==> src/rtl/btmx_pkg.sv <==
// Shared types and codes for the binary trie maximum-XOR block.
package btmx_pkg;

    // Width of the key and result fields on the ports.
    localparam int KEY_W = 40;

    typedef enum logic [1:0] {
        CMD_INSERT = 2'd0,
        CMD_QUERY  = 2'd1,
        CMD_LOOKUP = 2'd2,
        CMD_NONE   = 2'd3
    } cmd_t;

    typedef struct packed {
        logic [KEY_W-1:0] value;
        logic             found;
        logic             pool_full;
    } res_t;

endpackage

==> src/rtl/btmx_ctrl.sv <==
// Command sequencer: walks the trie one level a cycle and allocates nodes.
module btmx_ctrl
    import btmx_pkg::*;
#(
    parameter int KEY_BITS   = 40,
    parameter int NODE_COUNT = 4096,
    parameter int IW         = 12
)
(
    input  logic            clk,
    input  logic            rst_n,
    input  logic            in_valid,
    output logic            in_stall,
    input  logic [1:0]      cmd,
    input  logic [KEY_W-1:0] key,
    input  logic            slot_free,
    output logic            done,
    output res_t            res,
    output logic            rd_en,
    output logic [IW-1:0]   rd_addr,
    input  logic [2*IW-1:0] rd_data,
    output logic            wr_en,
    output logic [IW-1:0]   wr_addr,
    output logic [2*IW-1:0] wr_data
);

    localparam int LW = $clog2(KEY_BITS + 1);
    localparam int UW = IW + 1;

    typedef enum logic [2:0] {
        S_IDLE,
        S_WALK,
        S_CHECK,
        S_ALLOC,
        S_DONE
    } state_t;

    state_t            state_reg, state_next;
    cmd_t              cmd_reg, cmd_next;
    logic [KEY_BITS:0] sh_reg, sh_next;
    logic [LW-1:0]     level_reg, level_next;
    logic [IW-1:0]     node_reg, node_next;
    logic [KEY_BITS-1:0] acc_reg, acc_next;
    logic [IW-1:0]     root0_reg, root0_next;
    logic [IW-1:0]     root1_reg, root1_next;
    logic [UW-1:0]     used_reg, used_next;
    logic [IW-1:0]     par0_reg, par0_next;
    logic [IW-1:0]     par1_reg, par1_next;
    logic              pbit_reg, pbit_next;
    res_t              res_reg, res_next;

    logic [IW-1:0]       cur0, cur1, cb, ob, walk_next;
    logic                kb, last, opp_hit;
    logic [KEY_BITS-1:0] acc_step;
    logic [LW-1:0]       missing;
    logic [UW:0]         need;
    logic [IW-1:0]       new_idx, nxt_idx;
    logic [KEY_BITS-1:0] key_k;

    assign key_k    = KEY_BITS'(key);
    assign cur0     = (level_reg == '0) ? root0_reg : rd_data[IW-1:0];
    assign cur1     = (level_reg == '0) ? root1_reg : rd_data[2*IW-1:IW];
    assign kb       = sh_reg[KEY_BITS];
    assign cb       = kb ? cur1 : cur0;
    assign ob       = kb ? cur0 : cur1;
    assign last     = (level_reg == LW'(KEY_BITS - 1));
    assign opp_hit  = (ob != '0);
    assign walk_next = opp_hit ? ob : cb;
    assign acc_step = (acc_reg << 1) | KEY_BITS'(opp_hit);
    assign missing  = LW'(KEY_BITS) - level_reg;
    assign need     = {1'b0, used_reg} + (UW + 1)'(missing);
    assign new_idx  = used_reg[IW-1:0];
    assign nxt_idx  = new_idx + IW'(1);

    always_comb
    begin
        state_next = state_reg;
        cmd_next   = cmd_reg;
        sh_next    = sh_reg;
        level_next = level_reg;
        node_next  = node_reg;
        acc_next   = acc_reg;
        root0_next = root0_reg;
        root1_next = root1_reg;
        used_next  = used_reg;
        par0_next  = par0_reg;
        par1_next  = par1_reg;
        pbit_next  = pbit_reg;
        res_next   = res_reg;
        rd_en      = 1'b0;
        rd_addr    = walk_next;
        wr_en      = 1'b0;
        wr_addr    = node_reg;
        wr_data    = '0;
        done       = 1'b0;

        case (state_reg)
            S_IDLE:
            begin
                if (in_valid)
                begin
                    cmd_next   = cmd_t'(cmd);
                    sh_next    = {key_k, 1'b0};
                    level_next = '0;
                    node_next  = '0;
                    acc_next   = '0;
                    res_next   = '0;
                    state_next = (cmd_t'(cmd) == CMD_NONE) ? S_DONE : S_WALK;
                end
            end

            S_WALK:
            begin
                case (cmd_reg)
                    CMD_INSERT:
                    begin
                        if (cb == '0)
                        begin
                            // hold the parent entry for the write-back
                            par0_next  = cur0;
                            par1_next  = cur1;
                            pbit_next  = kb;
                            state_next = S_CHECK;
                        end
                        else if (last)
                        begin
                            res_next.found = 1'b1;
                            state_next     = S_DONE;
                        end
                        else
                        begin
                            rd_en      = 1'b1;
                            rd_addr    = cb;
                            node_next  = cb;
                            level_next = level_reg + LW'(1);
                            sh_next    = sh_reg << 1;
                        end
                    end

                    CMD_LOOKUP:
                    begin
                        if (cb == '0)
                        begin
                            state_next = S_DONE;
                        end
                        else if (last)
                        begin
                            res_next.found = 1'b1;
                            state_next     = S_DONE;
                        end
                        else
                        begin
                            rd_en      = 1'b1;
                            rd_addr    = cb;
                            node_next  = cb;
                            level_next = level_reg + LW'(1);
                            sh_next    = sh_reg << 1;
                        end
                    end

                    CMD_QUERY:
                    begin
                        if (level_reg == '0 && cur0 == '0 && cur1 == '0)
                        begin
                            state_next = S_DONE;
                        end
                        else if (walk_next == '0 || last)
                        begin
                            res_next.value = KEY_W'(acc_step);
                            res_next.found = 1'b1;
                            state_next     = S_DONE;
                        end
                        else
                        begin
                            rd_en      = 1'b1;
                            rd_addr    = walk_next;
                            node_next  = walk_next;
                            acc_next   = acc_step;
                            level_next = level_reg + LW'(1);
                            sh_next    = sh_reg << 1;
                        end
                    end

                    default:
                    begin
                        state_next = S_DONE;
                    end
                endcase
            end

            S_CHECK:
            begin
                if (need > (UW + 1)'(NODE_COUNT))
                begin
                    // drop: not enough free nodes for the whole path
                    res_next.pool_full = 1'b1;
                    state_next         = S_DONE;
                end
                else
                begin
                    if (node_reg == '0)
                    begin
                        if (pbit_reg)
                        begin
                            root1_next = new_idx;
                        end
                        else
                        begin
                            root0_next = new_idx;
                        end
                    end
                    else
                    begin
                        wr_en   = 1'b1;
                        wr_addr = node_reg;
                        wr_data = pbit_reg ? {new_idx, par0_reg} : {par1_reg, new_idx};
                    end
                    state_next = S_ALLOC;
                end
            end

            S_ALLOC:
            begin
                wr_en   = 1'b1;
                wr_addr = new_idx;
                if (last)
                begin
                    wr_data        = '0;
                    res_next.found = 1'b1;
                    state_next     = S_DONE;
                end
                else
                begin
                    wr_data = sh_reg[KEY_BITS-1] ? {nxt_idx, IW'(0)} : {IW'(0), nxt_idx};
                end
                used_next  = used_reg + UW'(1);
                level_next = level_reg + LW'(1);
                sh_next    = sh_reg << 1;
            end

            S_DONE:
            begin
                if (slot_free)
                begin
                    done       = 1'b1;
                    state_next = S_IDLE;
                end
            end

            default:
            begin
                state_next = S_IDLE;
            end
        endcase
    end

    always_ff @(posedge clk or negedge rst_n)
    begin
        if (!rst_n)
        begin
            state_reg <= S_IDLE;
            root0_reg <= '0;
            root1_reg <= '0;
            used_reg  <= UW'(1);
        end
        else
        begin
            state_reg <= state_next;
            root0_reg <= root0_next;
            root1_reg <= root1_next;
            used_reg  <= used_next;
        end
    end

    always_ff @(posedge clk)
    begin
        cmd_reg   <= cmd_next;
        sh_reg    <= sh_next;
        level_reg <= level_next;
        node_reg  <= node_next;
        acc_reg   <= acc_next;
        par0_reg  <= par0_next;
        par1_reg  <= par1_next;
        pbit_reg  <= pbit_next;
        res_reg   <= res_next;
    end

    assign in_stall = (state_reg != S_IDLE);
    assign res      = res_reg;

endmodule

==> config.mk <==
export PLATFORM = sky130hd
export DESIGN_NAME = btmx_ctrl
export DESIGN_NICKNAME = d
export VERILOG_FILES = /design/src/rtl/btmx_pkg.sv /design/src/rtl/btmx_ctrl.sv
export SDC_FILE = /design/constraint.sdc
export NUM_CORES = 1
export LEC_CHECK = 0
export BUFFER_PORTS_ARGS = -buffer_cell sky130_fd_sc_hd__buf_2
export CAP_MARGIN = 40
export CORE_MARGIN = 2
export CORE_UTILIZATION = 45
export CTS_BUF_LIST = sky130_fd_sc_hd__clkbuf_4
export DETAILED_ROUTE_END_ITERATION = 10
export PLACE_DENSITY_LB_ADDON = 0.25
export SLEW_MARGIN = 5
export SYNTH_ARGS = -nofsm -noshare
export SYNTH_HDL_FRONTEND = slang
export SYNTH_SLANG_ARGS = --single-unit
==> constraint.sdc <==
create_clock -name clk -period 15.9 [get_ports clk]
set_input_delay 0.795 -clock clk [delete_from_list [all_inputs] [get_ports clk]]
set_output_delay 0.795 -clock clk [all_outputs]
set_load 0.02 [all_outputs]
==> results.md <==
* Routed WL at 28,200 um
* Setup TNS after final layout at 0 ns
* Share of synthesized flip-flops with an asynchronous set or reset at 19.4%
* Fill count at 2,020
* Outcome: finished, final reports clean
* Number of cells produced by synthesis at 879
* Register area at 5990 sq um
* Largest net degree at the start of global routing at 53
* Die Width at 157 um
* Floorplan core area at 22,800 sq um
* Number of DRC markers in iteration 0 at 782
* Number of warnings printed during yosys synthesis at 0
* First-pass GRT wire length at 42,300 um
* Logic gate share of total power at 36.0%
* Number of endpoints failing setup at the final stage at 0
* Drt wl/cell at 20.1 um
* Switching share of power at 37.0%
* CTS H-tree depth at 2
* Inserted Clock Buffers at 54
* Power Density at 173 nW/um^2
* Buffer levels on the longest clock path at 3
* Kind of start point of the critical path: register
* Required time at the worst-slack endpoint at 15.11 ns
* Count of clock tree sinks at 206
* TritonCTS clock tree: done
* Post-synthesis average cell area at 12.0 sq um
* Total routing resource utilization after global routing at 22.8%
* Flip-flop cell with the highest count after synthesis: sky130_fd_sc_hd__edfxtp_1
* Final standard cell area without fillers at 12,300 sq um
* Final Critical Period at 6.15 ns
* Synth cell types at 66
* Clock transition at the register clock pins on the worst setup and hold paths after CTS at 0.06 ns
* Final HPWL from detailed placement at 19,200 um
* Total gr overflow at 0
* Portion of total power attributed to sequential cells at 42.7%
* Area used by multi-input combinational logic at 4220 sq um
* Count of flip-flops with a built-in enable after synthesis at 166
* Instance area at placement at 11,600 sq um
* Worst relative slew slack at 40.5%
* Final Wtd Congestion at 0.907
* Initial Utilization at 46.2%
* Met1 track demand over resource in global routing at 31.7%
* Pre-Repair DR Iteration Count at 8
* Count of port buffers added during placement at 163
* Busiest metal layer after global routing: met2
* Global-route track usage on met3 at 5.54%
* Sequential cell area fraction in the yosys report at 56.9%
* Synth area leader: sky130_fd_sc_hd__edfxtp_1
* Post-route clock period utilization at 38.7%
* Max-cap violations at 0
* Total I/O pin count at 164
* Fraction of final layout cells with drive strength greater than 1 at 32.6%
* Area of the die at 24,600 sq um
* Die Ht at 157 um
* Syn nets at 960
* Static leakage power at 0.00507 uW
* GR Layer Usage met2 at 33.8%
* Fraction of post-synthesis cell area in the top cell type by area at 47.4%
* Number of global-route vias before repair at 7,596
* Number of flip-flops under the largest register name at 42
* Vias/cell at 5.69
* Net switching power at 784 uW
* Worst vdd rail ir drop at 106 uV
* Worst Setup End Kind: output pin
* Clock latency on the worst-skew pair at 0.68 ns
* Overall via count from detail_route at 7,978
* Quantity of gates resized following cts at 0
* Final ANT Viol Nets at 0
* Worst slew pin tran at 0.890 ns
* Netlist Area Pre-Place at 10,500 sq um
* Design internal power at 1340 uW
* Clock skew at 0.0561 ns
* Final Hold Viols at 0
* Startpoint-to-endpoint class of the critical path: reg -> out
* Worst min-delay path class: in -> reg
* Peak clock frequency supported by timing at 163 MHz
* Most area-consuming cells after synthesis: sky130_fd_sc_hd__edfxtp_1, sky130_fd_sc_hd__dfrtp_1, sky130_fd_sc_hd__mux2_2
* Net total in the final layout at 1,129
* Area growth from synthesis to layout at 16.8%
* Finished Core Util at 53.9%
* Data arrival, critical path at 5.36 ns
* Number of flip-flops and latches in the synthesized netlist at 206
* Count of unresolved DRC violations after routing at 0
* Row cnt at 55
* Final max-slew violation count at 0
* Maximum fanout encountered on the critical timing path at 25
* Setup repair after global routing missed its margin: false
* Antenna violations before repair at 6
* Part of the total power dissipated in the clock network at 21.4%
* Root Driver: sky130_fd_sc_hd__clkbuf_4
==> power groups by stage <==
stage	Clock [uW]	Sequential [uW]	Combinational, uW
floorplan	0	957	484
finish	454	904	762
detailed placement	0	915	762
CTS	469	906	764
global placement	0	913	741
global route	492	925	824
==> what timing repair did <==
item	4_1_cts	5_1_grt
hold buffers	1	0
setup buffers	0	0
endpoints found under the hold margin	4	0
==> routing by layer <==
layer / part of all wire [%] / vias up
li1: - / 3660
met1: 43 / 3833
met2: 44 / 415
met3: 8.9 / 68
met4: 3.4 / 2
met5: 0.039 / -
==> synthesized netlist by cell type, drive strengths merged (2+ instances only) <==
cell type / instances
and3: 3
a221oi: 14
a22oi: 4
nor4: 10
mux2i: 26
xor2: 15
o221ai: 30
or3: 4
buf: 18
mux4: 9
ha: 10
nand2: 124
mux2: 65
nand4b: 2
clkbuf: 46
and2: 42
nor4b: 2
inv: 12
o32ai: 3
xnor2: 19
a21oi: 24
a211oi: 6
dfrtp: 39
o2111ai: 3
a31oi: 2
a211o: 2
nor2: 57
a21o: 2
nand4: 8
o211ai: 2
o31ai: 2
o21ai: 26
edfxtp: 166
nand2b: 8
o22ai: 22
nor3: 9
nand3: 24
==> worst max-delay path, stage by stage (launching register included) <==
cell                        delay, ns
sky130_fd_sc_hd__edfxtp_1        0.53
sky130_fd_sc_hd__or3_1           0.46
sky130_fd_sc_hd__a21oi_1         0.19
sky130_fd_sc_hd__xnor2_1         0.14
sky130_fd_sc_hd__ha_1            0.24
sky130_fd_sc_hd__nand4_1         0.15
sky130_fd_sc_hd__xnor2_1         0.16
sky130_fd_sc_hd__or3_1           0.31
sky130_fd_sc_hd__a2111oi_0       0.54
sky130_fd_sc_hd__a21oi_1         0.17
sky130_fd_sc_hd__o22ai_2         0.36
sky130_fd_sc_hd__nand3b_1        0.69
sky130_fd_sc_hd__o32ai_1         0.50
sky130_fd_sc_hd__buf_2           0.23
==> placed cells by master, fill, tap and decap left out, types with 19 or more instances in the layout <==
cell,instances
sky130_fd_sc_hd__edfxtp_1,166
sky130_fd_sc_hd__and2_1,42
sky130_fd_sc_hd__clkbuf_4,78
sky130_fd_sc_hd__nand3_1,23
sky130_fd_sc_hd__o21ai_0,26
sky130_fd_sc_hd__mux2i_1,26
sky130_fd_sc_hd__dfrtp_1,39
sky130_fd_sc_hd__a21oi_1,24
sky130_fd_sc_hd__o221ai_1,30
sky130_fd_sc_hd__mux2_2,65
sky130_fd_sc_hd__buf_2,163
sky130_fd_sc_hd__xnor2_1,19
sky130_fd_sc_hd__o22ai_1,21
sky130_fd_sc_hd__nor2_1,53
sky130_fd_sc_hd__nand2_1,122
==> layout make-up <==
class | count | share of cell area (%)
inverters | 13 | 0.397
clock inverters | 14 | 0.723
clock buffers | 78 | 4.77
well taps | 313 | 3.19
repair buffers | 177 | 7.78
flip-flops and latches | 206 | 48.7
diodes | 4 | 0.0815
multi-input cells | 596 | 34.3
==> logic make-up after synthesis <==
| kind of cell | count (synthesis) | synth area share [%] |
|---|---|---|
| flip-flops | 206 | 56.9 |
| adder cells (fa/ha/maj) | 11 | 1.38 |
| AO/OA/AOI/OAI | 151 | 10.2 |
| AND/OR/NAND/NOR | 300 | 13.9 |
| XOR/XNOR | 34 | 2.83 |
| buffers and inverters | 77 | 3.38 |
| multiplexers | 100 | 11.4 |
==> path summary, 6_finish.rpt <==
check / startpoint / endpoint / slack, ns / depth (start not counted)
max: level_reg[2] / wr_data[11] / 9.75 / 13
min: cmd[0] / cmd_reg[0] / 0.35 / 1
max reg2reg: level_reg[2] / root0_reg[0] / 11.17 / 12
min reg2reg: used_reg[12] / used_reg[12] / 0.52 / 1
max in group asynchronous: rst_n / used_reg[11] / 14.93 / 3
min in group asynchronous: rst_n / used_reg[2] / 0.53 / 2
==> per-stage QoR <==
step / cells / setup WS [ns] / hold WS [ns] / power (uW)
finish: 1401 / 9.75 / 0.348 / 2120
global route: 1400 / 9.31 / 0.299 / 2240
CTS: 1397 / 9.73 / 0.298 / 2140
detailed placement: 1304 / 10.53 / 0.510 / 1680
global placement: 1302 / 10.66 / 0.502 / 1650
floorplan: 879 / 10.55 / 0.424 / 1440
Power figures use the tool's default switching activity.
